<file path="src/sv/cns_pkg.sv">
// Shared types, codes and helpers of the numeric constant scanner.
`default_nettype none
package cns_pkg;

    typedef enum logic [1:0] {
        PH_IDLE,
        PH_ZERO,
        PH_BODY,
        PH_SUFFIX
    } phase_t;

    typedef enum logic [1:0] {
        BASE_DEC,
        BASE_OCT,
        BASE_HEX
    } base_t;

    // token kinds
    localparam logic [1:0] KIND_INT   = 2'd0;
    localparam logic [1:0] KIND_LONG  = 2'd1;
    localparam logic [1:0] KIND_FLOAT = 2'd2;

    // type codes
    localparam logic [2:0] TY_INT    = 3'd0;
    localparam logic [2:0] TY_UINT   = 3'd1;
    localparam logic [2:0] TY_LONG   = 3'd2;
    localparam logic [2:0] TY_ULONG  = 3'd3;
    localparam logic [2:0] TY_FLOAT  = 3'd4;
    localparam logic [2:0] TY_DOUBLE = 3'd5;
    localparam logic [2:0] TY_LDBL   = 3'd6;

    // error codes
    localparam logic [1:0] ERR_NONE      = 2'd0;
    localparam logic [1:0] ERR_TOO_LONG  = 2'd1;
    localparam logic [1:0] ERR_FLT_SUFX  = 2'd2;
    localparam logic [1:0] ERR_INT_SUFX  = 2'd3;

    // promotion codes
    localparam logic [1:0] PROMO_NONE  = 2'd0;
    localparam logic [1:0] PROMO_LONG  = 2'd1;
    localparam logic [1:0] PROMO_ULONG = 2'd2;

    // configuration register indexes
    localparam int CFG_IDX_W = 2;
    localparam logic [CFG_IDX_W-1:0] CFG_SI_MASK = 2'd0;
    localparam logic [CFG_IDX_W-1:0] CFG_UI_MASK = 2'd1;
    localparam logic [CFG_IDX_W-1:0] CFG_SL_MASK = 2'd2;

    localparam logic [31:0] SIMASK = 32'hFFFF_8000;
    localparam logic [31:0] UIMASK = 32'hFFFF_0000;
    localparam logic [31:0] SLMASK = 32'h8000_0000;

    typedef struct packed {
        logic [31:0] si_mask;
        logic [31:0] ui_mask;
        logic [31:0] sl_mask;
    } masks_t;

    // scan state apart from the character count
    typedef struct packed {
        phase_t      phase;
        base_t       base;
        logic        dot_seen;
        logic        exp_seen;
        logic        sign_ok;
        logic [31:0] acc;
        logic        too_long;
        logic [1:0]  long_sfx;
        logic [1:0]  uns_sfx;
        logic [1:0]  flt_sfx;
    } scan_state_t;

    localparam scan_state_t SCAN_CLEAR = '{
        phase:    PH_IDLE,
        base:     BASE_DEC,
        dot_seen: 1'b0,
        exp_seen: 1'b0,
        sign_ok:  1'b0,
        acc:      32'd0,
        too_long: 1'b0,
        long_sfx: 2'd0,
        uns_sfx:  2'd0,
        flt_sfx:  2'd0
    };

    typedef struct packed {
        logic [1:0]  token_kind;
        logic [2:0]  type_code;
        logic [31:0] value;
        logic [1:0]  error_code;
        logic [1:0]  promotion;
        logic        char_consumed;
    } result_t;

    function automatic logic [1:0] sat_inc(input logic [1:0] v);
        return (v < 2'd2) ? v + 2'd1 : 2'd2;
    endfunction

endpackage
`default_nettype wire

</file>
<file path="src/sv/c_numeric_constant_scanner_top.sv">
// Top level of the C numeric constant scanner: request register, scan state, result register.
//
//   channel | ports                                              | direction
//   s_      | s_ch, s_first, s_after_dot, s_end_of_input        | request in
//   m_      | m_token_kind, m_type_code, m_value, m_error_code, | result out
//           | m_promotion, m_char_consumed                       |
//   cfg_    | cfg_wr_en, cfg_index, cfg_data                     | register write
//
// One character request per cycle while s_ready is high; a taken request is registered, then the
// step logic between the request register and the result register produces its result.
// Reset (aresetn low, synchronous) clears the scan state and loads the default masks.
// A request that ends a constant waits in the request register while an untaken
// result is still held; requests that give no result pass regardless.
`default_nettype none
module c_numeric_constant_scanner_top #(
    parameter int MAX_CHARS = 32
) (
    input  wire logic        aclk,
    input  wire logic        aresetn,

    input  wire logic        s_valid,
    output logic             s_ready,
    input  wire logic [7:0]  s_ch,
    input  wire logic        s_first,
    input  wire logic        s_after_dot,
    input  wire logic        s_end_of_input,

    output logic             m_valid,
    input  wire logic        m_ready,
    output logic [1:0]       m_token_kind,
    output logic [2:0]       m_type_code,
    output logic [31:0]      m_value,
    output logic [1:0]       m_error_code,
    output logic [1:0]       m_promotion,
    output logic             m_char_consumed,

    input  wire logic                          cfg_wr_en,
    input  wire logic [cns_pkg::CFG_IDX_W-1:0] cfg_index,
    input  wire logic [31:0]                   cfg_data
);

    localparam int CNT_W = $clog2(MAX_CHARS + 1);

    logic       in_vld_reg;
    logic [7:0] in_ch_reg;
    logic       in_first_reg;
    logic       in_adot_reg;
    logic       in_eoi_reg;

    cns_pkg::scan_state_t scan_reg;
    cns_pkg::scan_state_t scan_next;
    logic [CNT_W-1:0]     cnt_reg;
    logic [CNT_W-1:0]     cnt_next;
    cns_pkg::masks_t      masks_reg;

    logic                 has_result;
    cns_pkg::result_t     step_res;
    cns_pkg::result_t     out_reg;
    logic                 out_vld_reg;

    logic                 proceed;

    assign proceed = in_vld_reg && (!has_result || !out_vld_reg || m_ready);
    assign s_ready = !in_vld_reg || proceed;

    always_ff @(posedge aclk) begin
        if (!aresetn) begin
            in_vld_reg <= 1'b0;
        end else if (s_ready) begin
            in_vld_reg <= s_valid;
        end
    end

    always_ff @(posedge aclk) begin
        if (s_ready && s_valid) begin
            in_ch_reg    <= s_ch;
            in_first_reg <= s_first;
            in_adot_reg  <= s_after_dot;
            in_eoi_reg   <= s_end_of_input;
        end
    end

    cns_step #(
        .MAX_CHARS (MAX_CHARS),
        .CNT_W     (CNT_W)
    ) u_step (
        .cur_st       (scan_reg),
        .cur_cnt      (cnt_reg),
        .masks        (masks_reg),
        .ch           (in_ch_reg),
        .first        (in_first_reg),
        .after_dot    (in_adot_reg),
        .end_of_input (in_eoi_reg),
        .nxt_st       (scan_next),
        .nxt_cnt      (cnt_next),
        .has_result   (has_result),
        .result       (step_res)
    );

    always_ff @(posedge aclk) begin
        if (!aresetn) begin
            scan_reg <= cns_pkg::SCAN_CLEAR;
            cnt_reg  <= '0;
        end else if (proceed) begin
            scan_reg <= scan_next;
            cnt_reg  <= cnt_next;
        end
    end

    always_ff @(posedge aclk) begin
        if (!aresetn) begin
            out_vld_reg <= 1'b0;
        end else if (proceed && has_result) begin
            out_vld_reg <= 1'b1;
        end else if (m_ready) begin
            out_vld_reg <= 1'b0;
        end
    end

    always_ff @(posedge aclk) begin
        if (proceed && has_result) begin
            out_reg <= step_res;
        end
    end

    always_ff @(posedge aclk) begin
        if (!aresetn) begin
            masks_reg.si_mask <= cns_pkg::SIMASK;
            masks_reg.ui_mask <= cns_pkg::UIMASK;
            masks_reg.sl_mask <= cns_pkg::SLMASK;
        end else if (cfg_wr_en) begin
            case (cfg_index)
                cns_pkg::CFG_SI_MASK: masks_reg.si_mask <= cfg_data;
                cns_pkg::CFG_UI_MASK: masks_reg.ui_mask <= cfg_data;
                cns_pkg::CFG_SL_MASK: masks_reg.sl_mask <= cfg_data;
                default:              ;
            endcase
        end
    end

    assign m_valid         = out_vld_reg;
    assign m_token_kind    = out_reg.token_kind;
    assign m_type_code     = out_reg.type_code;
    assign m_value         = out_reg.value;
    assign m_error_code    = out_reg.error_code;
    assign m_promotion     = out_reg.promotion;
    assign m_char_consumed = out_reg.char_consumed;

endmodule
`default_nettype wire

</file>
<file path="src/sv/cns_finish.sv">
// Classification of a finished constant: kind, type, value, error, promotion.
`default_nettype none
module cns_finish (
    input  var cns_pkg::scan_state_t st,
    input  var cns_pkg::masks_t      masks,
    output cns_pkg::result_t         res
);

    logic        ftext;
    logic [31:0] n;
    logic        hit_si;
    logic        hit_ui;
    logic        hit_sl;

    assign ftext  = st.dot_seen | st.exp_seen;
    assign n      = st.acc;
    assign hit_si = |(n & masks.si_mask);
    assign hit_ui = |(n & masks.ui_mask);
    assign hit_sl = |(n & masks.sl_mask);

    always_comb begin
        res.token_kind    = cns_pkg::KIND_INT;
        res.type_code     = cns_pkg::TY_INT;
        res.error_code    = cns_pkg::ERR_NONE;
        res.promotion     = cns_pkg::PROMO_NONE;
        res.char_consumed = 1'b0;

        if (st.too_long) begin
            res.error_code = cns_pkg::ERR_TOO_LONG;
        end else if (ftext || st.flt_sfx != 2'd0) begin
            if (st.uns_sfx != 2'd0 || ({1'b0, st.flt_sfx} + {1'b0, st.long_sfx}) > 3'd1) begin
                res.error_code = cns_pkg::ERR_FLT_SUFX;
            end else begin
                res.token_kind = cns_pkg::KIND_FLOAT;
                res.type_code  = (st.flt_sfx != 2'd0)  ? cns_pkg::TY_FLOAT :
                                 (st.long_sfx != 2'd0) ? cns_pkg::TY_LDBL  :
                                                         cns_pkg::TY_DOUBLE;
            end
        end else if (st.uns_sfx > 2'd1 || st.long_sfx > 2'd1) begin
            res.error_code = cns_pkg::ERR_INT_SUFX;
        end else if (st.long_sfx != 2'd0) begin
            res.token_kind = cns_pkg::KIND_LONG;
            res.type_code  = (st.uns_sfx != 2'd0 || hit_sl) ? cns_pkg::TY_ULONG
                                                             : cns_pkg::TY_LONG;
        end else if (st.uns_sfx != 2'd0) begin
            res.type_code = cns_pkg::TY_UINT;
            if (hit_ui) begin
                res.token_kind = cns_pkg::KIND_LONG;
                res.type_code  = cns_pkg::TY_ULONG;
                res.promotion  = cns_pkg::PROMO_ULONG;
            end
        end else if (st.base == cns_pkg::BASE_DEC && hit_si) begin
            // decimal skips unsigned int
            res.token_kind = cns_pkg::KIND_LONG;
            res.type_code  = cns_pkg::TY_LONG;
            res.promotion  = cns_pkg::PROMO_LONG;
            if (hit_sl) begin
                res.type_code = cns_pkg::TY_ULONG;
                res.promotion = cns_pkg::PROMO_ULONG;
            end
        end else if (hit_si) begin
            res.type_code = cns_pkg::TY_UINT;
            if (hit_ui) begin
                res.token_kind = cns_pkg::KIND_LONG;
                res.type_code  = cns_pkg::TY_LONG;
                res.promotion  = cns_pkg::PROMO_LONG;
                if (hit_sl) begin
                    res.type_code = cns_pkg::TY_ULONG;
                    res.promotion = cns_pkg::PROMO_ULONG;
                end
            end
        end

        res.value = (ftext || res.token_kind == cns_pkg::KIND_FLOAT) ? 32'd0 : n;
    end

endmodule
`default_nettype wire

</file>
<file path="src/sv/cns_step.sv">
// Next-state logic of the scanner for one character request.
`default_nettype none
module cns_step #(
    parameter int MAX_CHARS = 32,
    parameter int CNT_W     = 6
) (
    input  var cns_pkg::scan_state_t cur_st,
    input  wire logic [CNT_W-1:0]    cur_cnt,
    input  var cns_pkg::masks_t      masks,
    input  wire logic [7:0]          ch,
    input  wire logic                first,
    input  wire logic                after_dot,
    input  wire logic                end_of_input,
    output cns_pkg::scan_state_t     nxt_st,
    output logic [CNT_W-1:0]         nxt_cnt,
    output logic                     has_result,
    output cns_pkg::result_t         result
);

    localparam logic [CNT_W-1:0] CNT_MAX = CNT_W'(MAX_CHARS);

    cns_pkg::scan_state_t pre_st;
    logic [CNT_W-1:0]     pre_cnt;
    logic                 do_body;
    logic                 do_sfx_only;

    cns_pkg::scan_state_t body_st;
    logic [CNT_W-1:0]     body_cnt;
    logic                 body_ok;

    // state the step works from, plus which path it takes
    always_comb begin
        pre_st      = cur_st;
        pre_cnt     = cur_cnt;
        do_body     = 1'b0;
        do_sfx_only = 1'b0;
        if (end_of_input) begin
            if (cur_st.phase == cns_pkg::PH_ZERO) begin
                // lone 0 is an octal digit
                pre_st.base = cns_pkg::BASE_OCT;
                pre_st.acc  = {cur_st.acc[28:0], 3'b000};
                if (cur_cnt < CNT_MAX) pre_cnt = cur_cnt + CNT_W'(1);
                else                   pre_st.too_long = 1'b1;
            end
        end else if (first) begin
            pre_st  = cns_pkg::SCAN_CLEAR;
            pre_cnt = '0;
            if (after_dot) begin
                pre_st.dot_seen = 1'b1;
                pre_cnt         = CNT_W'(1);
                do_body         = 1'b1;
            end else if (ch != "0") begin
                do_body = 1'b1;
            end
        end else begin
            case (cur_st.phase)
                cns_pkg::PH_ZERO: begin
                    if (ch != "x" && ch != "X") begin
                        pre_st.base = cns_pkg::BASE_OCT;
                        pre_st.acc  = {cur_st.acc[28:0], 3'b000};
                        if (cur_cnt < CNT_MAX) pre_cnt = cur_cnt + CNT_W'(1);
                        else                   pre_st.too_long = 1'b1;
                        do_body = 1'b1;
                    end
                end
                cns_pkg::PH_BODY:   do_body     = 1'b1;
                cns_pkg::PH_SUFFIX: do_sfx_only = 1'b1;
                default:            ;
            endcase
        end
    end

    // one body character applied to pre_st
    always_comb begin
        logic        hex;
        logic        is_num;
        logic [3:0]  dig;
        logic [31:0] acc_sh;
        hex      = (pre_st.base == cns_pkg::BASE_HEX);
        body_st  = pre_st;
        body_cnt = pre_cnt;
        body_ok  = 1'b1;
        is_num   = 1'b0;
        dig      = ch[3:0];
        if (!hex && ch == ".") begin
            if (pre_st.dot_seen) body_ok = 1'b0;
            else                 body_st.dot_seen = 1'b1;
        end else if (ch == "+" || ch == "-") begin
            if (!pre_st.sign_ok) body_ok = 1'b0;
            else                 body_st.sign_ok = 1'b0;
        end else if (!hex && (ch == "e" || ch == "E")) begin
            if (pre_st.exp_seen) begin
                body_ok = 1'b0;
            end else begin
                body_st.exp_seen = 1'b1;
                body_st.sign_ok  = 1'b1;
            end
        end else if (ch inside {["0":"9"]}) begin
            body_st.sign_ok = 1'b0;
            is_num          = 1'b1;
        end else if (hex && (ch inside {["a":"f"], ["A":"F"]})) begin
            is_num = 1'b1;
            dig    = ch[3:0] + 4'd9;
        end else begin
            body_ok = 1'b0;
        end

        case (pre_st.base)
            cns_pkg::BASE_HEX: acc_sh = {pre_st.acc[27:0], 4'b0000};
            cns_pkg::BASE_OCT: acc_sh = {pre_st.acc[28:0], 3'b000};
            default:           acc_sh = {pre_st.acc[28:0], 3'b000} + {pre_st.acc[30:0], 1'b0};
        endcase
        if (is_num) body_st.acc = acc_sh + {28'd0, dig};

        if (body_ok) begin
            if (pre_cnt < CNT_MAX) body_cnt = pre_cnt + CNT_W'(1);
            else                   body_st.too_long = 1'b1;
        end
    end

    // pick the outcome
    always_comb begin
        logic sfx_path;
        logic [CNT_W-1:0] c1;
        nxt_st     = cur_st;
        nxt_cnt    = cur_cnt;
        has_result = 1'b0;
        c1         = cur_cnt;
        sfx_path   = do_sfx_only || (do_body && !body_ok);

        if (end_of_input) begin
            has_result = (cur_st.phase != cns_pkg::PH_IDLE);
        end else if (first && !after_dot && ch == "0") begin
            nxt_st       = cns_pkg::SCAN_CLEAR;
            nxt_st.phase = cns_pkg::PH_ZERO;
            nxt_cnt      = '0;
        end else if (!first && cur_st.phase == cns_pkg::PH_ZERO && (ch == "x" || ch == "X")) begin
            // the 0x prefix counts as two characters
            nxt_st.base  = cns_pkg::BASE_HEX;
            nxt_st.phase = cns_pkg::PH_BODY;
            c1           = cur_cnt;
            if (c1 < CNT_MAX) c1 = c1 + CNT_W'(1);
            else              nxt_st.too_long = 1'b1;
            if (c1 < CNT_MAX) c1 = c1 + CNT_W'(1);
            else              nxt_st.too_long = 1'b1;
            nxt_cnt = c1;
        end else if (do_body && body_ok) begin
            nxt_st       = body_st;
            nxt_st.phase = cns_pkg::PH_BODY;
            nxt_cnt      = body_cnt;
        end else if (sfx_path) begin
            nxt_st       = pre_st;
            nxt_st.phase = cns_pkg::PH_SUFFIX;
            nxt_cnt      = pre_cnt;
            if (ch == "l" || ch == "L") begin
                nxt_st.long_sfx = cns_pkg::sat_inc(pre_st.long_sfx);
            end else if (ch == "u" || ch == "U") begin
                nxt_st.uns_sfx = cns_pkg::sat_inc(pre_st.uns_sfx);
            end else if (ch == "f" || ch == "F") begin
                nxt_st.flt_sfx = cns_pkg::sat_inc(pre_st.flt_sfx);
            end else begin
                has_result = 1'b1;
            end
        end

        if (has_result) begin
            nxt_st  = cns_pkg::SCAN_CLEAR;
            nxt_cnt = '0;
        end
    end

    cns_finish u_finish (
        .st    (pre_st),
        .masks (masks),
        .res   (result)
    );

endmodule
`default_nettype wire

</file>
<file path="config.mk">
export PLATFORM = sky130hd
export DESIGN_NAME = c_numeric_constant_scanner_top
export DESIGN_NICKNAME = d
export VERILOG_FILES = /design/src/sv/cns_pkg.sv /design/src/sv/c_numeric_constant_scanner_top.sv /design/src/sv/cns_finish.sv /design/src/sv/cns_step.sv
export SDC_FILE = /design/constraint.sdc
export NUM_CORES = 1
export LEC_CHECK = 0
export BUFFER_PORTS_ARGS = -buffer_cell sky130_fd_sc_hd__buf_2
export CAP_MARGIN = 10
export CORE_ASPECT_RATIO = 2
export CORE_MARGIN = 8
export CORE_UTILIZATION = 55
export DETAILED_ROUTE_END_ITERATION = 8
export PLACE_DENSITY = 0.77
export SLEW_MARGIN = 5
export SYNTH_ARGS = -nofsm -noshare
export SYNTH_HDL_FRONTEND = slang
export SYNTH_SLANG_ARGS = --single-unit
</file>
<file path="constraint.sdc">
create_clock -name aclk -period 17.1 [get_ports aclk]
set_input_delay 0.855 -clock aclk [delete_from_list [all_inputs] [get_ports aclk]]
set_output_delay 0.855 -clock aclk [all_outputs]
set_load 0.02 [all_outputs]
</file>
==> impl_results.md, run 1 <==
- CP max FO: 48
- Post-CTS resize count: 0
- Fin nets: 1800
- Arrival time at the worst endpoint: 7.52 ns
- Switching Share: 26.94%
- Final setup fails: 0
- Required @ worst endpoint: 17.53 ns
- HPWL after detailed placement: 36.91 mm
- EDFF count, synth: 52
- Final antenna-violating net count: 0
- Fin crit share: 41.49%
- Synth Area per Inst: 7.870 sq um
- Site Rows: 80
- RSZ-0062 raised after global routing: false
- Initial Util: 55.60%
- Footprint of the multi-input gates: 7944 sq um
- PwrDens: 76.56 nW/um^2
- Clock Latency Late Sink: 0.53 ns
- CTS tree: built
- Reg2reg path depth: 20
- Final Cell Area: 14440 sq um
- Top cell type's share of synthesized area: 22.86%
- Gpl congestion: 1.025
- Startpoint Class: flop
- Number of diodes: 0
- GR Util All Layers: 33.32%
- Initial DRC count: 1856
- Setup bufs post-CTS: 0
- Core box area: 23620 sq um
- Top cells by area, synth: dfxtp_1 (23%), edfxtp_1 (12%), nand2_1 (8.5%)
- Max Buffers Root-to-Sink: 3
- Die X: 125.3 microns
- Peak VDD IR: 89.84 uV
- Synthesized net count: 1768
- Normalized max-slew margin: 18.40%
- Max reg flops: 96
- First-pass GRT wire length: 76.14 mm
- Synth Flop Type: dfxtp_1
- Mapped Area: 13140 sq um
- Via Count: 13630
- Most common cell after layout, fill and taps aside: nand2_1
- Max Clk Rate: 140.9 MHz
- DRC Markers: 0
- Pre-antenna DRT Iters: 5
- Status: complete, no violations
- Max Cap Viol: 0
- Initial antenna violation count: 1
- Synth Register Bits: 202
- Worst min path class: reg2reg
- Final Max Tran Viols: 0
- IO Port Bufs: 92
- Reg2reg setup slack: 10.00 ns
- Clk sinks: 202
- Critical Path End Type: flop
- Clk pwr share: 41.7%
- Area after DPL: 13770 sq um
- Min-Delay Path Depth: 2
- Distinct cells, synth: 96
- Start point of the critical path: in_ch_reg[0]
- Vias in the first global route: 12860
- Clk_skew: 0.02265 ns
- Switch Pwr: 297.8 uW
- Seq pwr share: 46.3%
- Worst Tran Pin Value: 1.224 ns
- Reg2Reg Capture Point: scan_reg[37]
- Final hold violations: 0
- Hold_buf cts: 0
- Total die area: 29380 sq um
- Min-Delay Endpoint: masks_reg[33]
- Avg WL per Cell: 24.96 microns
- Sequential area share after synthesis: 34.75%
- Combinational Power Share: 11.9%
- Async S/R FF share, synth: 0%
- Synth Instances: 1669
- Root Buffer: clkbuf_16
- Register area: 4564 sq um
- Detailed Route WL: 49.92 mm
- DR vias/cell: 6.813
- Die Y: 234.6 microns
- Largest net degree at the start of global routing: 81
- Worst reg2reg startpoint: in_ch_reg[0]
- Fillers: 2151
- H-tree Lvls: 1
- Tmin final: 7.096 ns
- Setup_tns: 0 ns
- Internal power: 807.4 uW
- Cts bufs inserted: 20
- Grt ovf: 0
- Synth warn: 0
- Boundary Pins: 94
- Crit Path Class: reg2reg
- Most frequent cells in the layout: nand2_1 (298), dfxtp_1 (150), a21oi_1 (147), nor2_1 (145), buf_2 (92)
- Post-synth top area cell: dfxtp_1
- Reg clk slew, reported paths: 0.07 ns
- Share of post-route cells with drive strength above 1: 12.43%
- Min-delay src: masks_reg[33]
- Area Overhead vs Synth: 9.897%
- Lkg Pwr: 0.005581 uW
[worst max-delay path by stage]
stage / to / slack, ns / cells past startpoint
after global routing: scan_reg[37] / 9.55 / 20
after global placement: scan_reg[37] / 10.45 / 20
after CTS: scan_reg[37] / 10.19 / 20
after floorplan: scan_reg[37] / 11.16 / 26
final: scan_reg[37] / 10.00 / 20
after detailed placement: scan_reg[37] / 10.21 / 20
[area by class of cell]
class | count | area share (%)
multi-input cells | 1300 | 55.03
flip-flops and latches | 202 | 31.62
repair buffers | 124 | 4.854
clock buffers | 27 | 3.926
well taps | 287 | 2.488
inverters | 53 | 1.378
clock inverters | 7 | 0.7021
[kinds of logic after synthesis]
family	count (synthesis)	share of synthesized area (%)
and+or+nand+nor	702	25.17
AOI/OAI and AO/OA	478	25.15
DFF	202	34.75
buffers and inverters	167	5.077
adders and majority gates	49	4.839
xor gates and xnor gates	47	3.134
muxes	23	1.857
other	1	0.02855
[stage by stage]
stage	setup WS [ns]	power, uW	util [%]	std cells	hold slack, ns
global route	9.546	1134	61.11	2000	0.4836
floorplan	11.16	600.7	-	1669	0.4313
finish	10.00	1105	61.11	2000	0.4536
detailed placement	10.21	649.8	58.28	1966	0.4445
global placement	10.45	647.5	58.28	1966	0.4386
CTS	10.19	1104	61.11	2000	0.4535
[power by group through the flow]
stage                     Combinational (uW)  Sequential, uW  Clock [uW]
final                                    132             512         461
after global routing                     140             513         481
after CTS                                128             512         464
after detailed placement                 128             522           0
after global placement                   126             522           0
after floorplan                         80.3             520           0
[critical path, stage by stage (launching register included)]
cell and delay (ns):
edfxtp_1 0.44, inv_1 0.17, ha_1 0.22, and4b_1 0.81
a21oi_2 0.23, o21ai_0 0.47, inv_1 0.10, ha_1 0.29
buf_4 0.44, clkinv_1 0.99, nand2_1 0.36, o21ai_0 0.14
ha_1 0.35, a21o_1 0.16, o211ai_1 0.16, nor2_1 0.14
nand3_1 0.21, nor4_4 0.54, and3_4 0.31, a21oi_1 0.06
a311o_1 0.31
[cells in the mapped netlist, types with 8 or more instances]
cell       instances
ha_1              46
a22oi_1           23
or3_1             14
inv_1             49
a31oi_1           19
xnor2_1           32
o21a_1             8
o211ai_1          22
a2111oi_0         12
edfxtp_1          52
o22ai_1           10
a211o_1           11
or2_2             10
and2_1             8
and3_1            15
dfxtp_1          150
clkbuf_1          91
nor2_1           146
mux2_2             8
nand3_1           61
a21o_1            14
nor3_1            41
a311oi_1           8
a221o_1           11
nor2b_1           13
a32oi_1           11
o21ai_0           61
a21oi_1          148
nand2_1          298
xor2_1            15
nand4_1           22
nand2b_1          19
buf_1             11
a211oi_1          23
mux2i_1           14
[routing by layer]
metal	share of wire (%)	wire length (microns)	GRT usage [%]
met1	37	18300	38.38
met2	47	23240	55.40
met3	9.0	4496	5.603
met4	7.8	3870	24.05
met5	0.026	13	0
Power figures use the tool's default switching activity.
==> inputs of run 2 (changes only) <==
Settings changed: ABC_AREA set to 1, PLACE_DENSITY 0.77 to 0.79.
Clock period 17.1 ns to 6.5 ns, I/O delays scaled along.
==> impl_results.md, run 2 <==
- Most common cell after layout, fill and taps aside: nand2_1 (unchanged)
- Number of diodes: 0 (unchanged)
- Startpoint Class: flop (unchanged)
- Avg WL per Cell: 20.78 microns (was 24.96 microns)
- Site Rows: 82 (was 80)
- Initial antenna violation count: 1 (unchanged)
- Area Overhead vs Synth: 10.30% (was 9.897%)
- Peak VDD IR: 230.2 uV (was 89.84 uV)
- Largest net degree at the start of global routing: 64 (was 81)
- Max reg flops: 96 (unchanged)
- Synth Instances: 2189 (was 1669)
- HPWL after detailed placement: 40.88 mm (was 36.91 mm)
- Top cells by area, synth: dfxtp_1 (21%), nand2_1 (16%), edfxtp_1 (11%) (was dfxtp_1 (23%), edfxtp_1 (12%), nand2_1 (8.5%))
- First-pass GRT wire length: 81.52 mm (was 76.14 mm)
- Most frequent cells in the layout: nand2_1 (607), inv_1 (277), nor2_1 (266), nand3_1 (183), dfxtp_1 (150) (was nand2_1 (298), dfxtp_1 (150), a21oi_1 (147), nor2_1 (145), buf_2 (92))
- Met2 usage: 61.89% (was 55.40%)
- Async S/R FF share, synth: 0% (unchanged)
- Normalized max-slew margin: 23.07% (was 18.40%)
- Vias in the first global route: 14490 (was 12860)
- Count leader, synth: nand2_1 (unchanged)
- Boundary Pins: 94 (unchanged)
- Setup bufs post-CTS: 0 (unchanged)
- Grt ovf: 0 (unchanged)
- PwrDens: 195.9 nW/um^2 (was 76.56 nW/um^2)
- Crit path top cell by count: nand2_1 (was ha_1)
- Grt met3 use: 4.519% (was 5.603%)
- Synth cell count leaders: nand2_1 (607), inv_1 (278), nor2_1 (266), nand3_1 (184), dfxtp_1 (150) (was nand2_1 (298), dfxtp_1 (150), a21oi_1 (148), nor2_1 (146), clkbuf_1 (91))
- Worst min path class: in2reg (was reg2reg)
- Root Buffer: clkbuf_16 (unchanged)
- Reg2reg path depth: 27 (was 20)
- H-tree Lvls: 1 (unchanged)
- Final Max Tran Viols: 0 (unchanged)
- GR Util All Layers: 34.53% (was 33.32%)
- Lkg Pwr: 0.007219 uW (was 0.005581 uW)
- Met1 usage: 33.36% (was 38.38%)
- Total die area: 31170 sq um (was 29380 sq um)
- Tot Pwr: 3030 uW (was 1105 uW)
- Via Count: 14980 (was 13630)
- Initial Util: 56.00% (was 55.60%)
- Reg clk slew, reported paths: 0.07 ns (about the same)
- Status: complete, no violations (unchanged)
- Pre-antenna DRT Iters: 6 (was 5)
- Sequential area share after synthesis: 32.56% (was 34.75%)
- Clock Latency Late Sink: 0.53 ns (about the same)
- Post-synth top area cell: dfxtp_1 (unchanged)
- Clk_skew: 0.01604 ns (was 0.02265 ns)
- Max Buffers Root-to-Sink: 3 (unchanged)
- EDFF count, synth: 52 (unchanged)
- Top cell type's share of synthesized area: 21.42% (was 22.86%)
- Final setup fails: 0 (unchanged)
- Arrival time at the worst endpoint: 6.15 ns (was 7.52 ns)
- GR peak layer: met2 (unchanged)
- Synth Area per Inst: 6.405 sq um (was 7.870 sq um)
- Setup_tns: 0 ns (unchanged)
- Register area: 4564 sq um (unchanged)
- Distinct cells, synth: 59 (was 96)
- Gpl congestion: 1.006 (was 1.025)
- RSZ-0062 raised after global routing: false (unchanged)
- Crit-path slowest cell: nor2_1 (was clkinv_1)
- Clk sinks: 202 (unchanged)
- Die X: 128.9 microns (was 125.3 microns)
- Die Y: 241.8 microns (was 234.6 microns)
- Tmin final: 5.792 ns (was 7.096 ns)
- Final hold violations: 0 (unchanged)
- Max stage delay on crit path: 0.56 ns (was 0.99 ns)
- Synthesized net count: 2288 (was 1768)
- DR vias/cell: 5.752 (was 6.813)
- Detailed Route WL: 54.13 mm (was 49.92 mm)
- Fillers: 2483 (was 2151)
- Cts bufs inserted: 20 (unchanged)
- Share of post-route cells with drive strength above 1: 10.67% (was 12.43%)
- Core box area: 25030 sq um (was 23620 sq um)
- Initial DRC count: 1237 (was 1856)
- Synth Register Bits: 202 (unchanged)
- Final antenna-violating net count: 0 (unchanged)
- Synth Flop Type: dfxtp_1 (unchanged)
- Max Clk Rate: 172.7 MHz (was 140.9 MHz)
- Max Cap Viol: 0 (unchanged)
- IO Port Bufs: 92 (unchanged)
- Crit Path Class: reg2reg (unchanged)
- Footprint of the multi-input gates: 7969 sq um (was 7944 sq um)
- CTS tree: built (unchanged)
- Fin crit share: 89.10% (was 41.49%)
- Min-Delay Path Depth: 1 (was 2)
- Required @ worst endpoint: 6.86 ns (was 17.53 ns)
- DRC Markers: 0 (unchanged)
- CP max FO: 42 (was 48)
- Fin nets: 2354 (was 1800)
- Synth warn: 0 (unchanged)
- Mapped Area: 14020 sq um (was 13140 sq um)
- Worst Tran Pin Value: 1.153 ns (was 1.224 ns)
- Critical Path End Type: flop (unchanged)
run 2: stage by stage:
step	std cells	utilization (%)	setup WS, ns	instance area (sq um)	hold slack [ns]
2_1_floorplan	2189	-	1.934	14020	0.4237
3_3_place_gp	2561	58.74	0.9556	14710	0.4353
3_5_place_dp	2561	58.74	0.9237	14710	0.4385
6_report	2605	61.77	0.7085	15460	0.01970
5_1_grt	2605	61.77	0.3336	15460	0.001746
4_1_cts	2605	61.77	0.9024	15460	0.006558
run 2: final timing paths:
check | endpoint | slack [ns] | from
max reg2reg | scan_reg[38] | 0.71 | in_ch_reg[0]
max | scan_reg[38] | 0.71 | in_ch_reg[0]
min | in_ch_reg[2] | 0.02 | s_ch[2]
min reg2reg | masks_reg[7] | 0.45 | masks_reg[7]
run 2: per-layer routing:
metal	wire, microns	share of wire (%)	up-vias
met3	3070	5.7	255
met5	13	0.024	-
met1	17760	33	6836
li1	-	-	7214
met2	27950	52	677
met4	5336	9.9	2
run 2: cells by family (layout without fill, tap and decap cells):
kind of cell | after synthesis | count (layout) | share of synthesized area, %
AND/OR/NAND/NOR | 1223 | 1223 | 38.58
buffers and inverters | 380 | 460 | 10.74
AO/OA/AOI/OAI | 315 | 315 | 12.38
flip-flops | 202 | 202 | 32.56
adder cells (fa/ha/maj) | 49 | 49 | 4.534
XOR/XNOR | 19 | 19 | 1.187
other | 1 | 1 | 0.02675
run 2: what timing repair did:
item                                    in CTS  in global routing
resized for setup                            0                  0
hold buffers                                 8                  0
endpoints found under the setup margin       0                  0
hold endpoints to repair                     8                  0
run 2: worst max-delay path: cells and delay by family, from the launching register on:
| kind | cells | cell delay [ns] |
|---|---|---|
| AND/OR/NAND/NOR | 21 | 4.09 |
| adder cells (fa/ha/maj) | 2 | 0.65 |
| flip-flops | 1 | 0.44 |
| buffers and inverters | 3 | 0.37 |
| AO/OA/AOI/OAI | 1 | 0.05 |
run 2: layout make-up:
| cell class | count | area share (%) |
|---|---|---|
| Tap cell | 336 | 2.719 |
| Sequential cell | 202 | 29.52 |
| Inverter | 305 | 7.428 |
| Timing Repair Buffer | 119 | 4.418 |
| Multi-Input combinational cell | 1607 | 51.53 |
| Clock inverter | 5 | 0.2104 |
| Clock buffer | 31 | 4.175 |
run 2: power by group:
part	total (uW)	internal [uW]	switching [uW]
Sequential	1350	1330	19.7
Clock	1230	690	536
Combinational	454	127	327
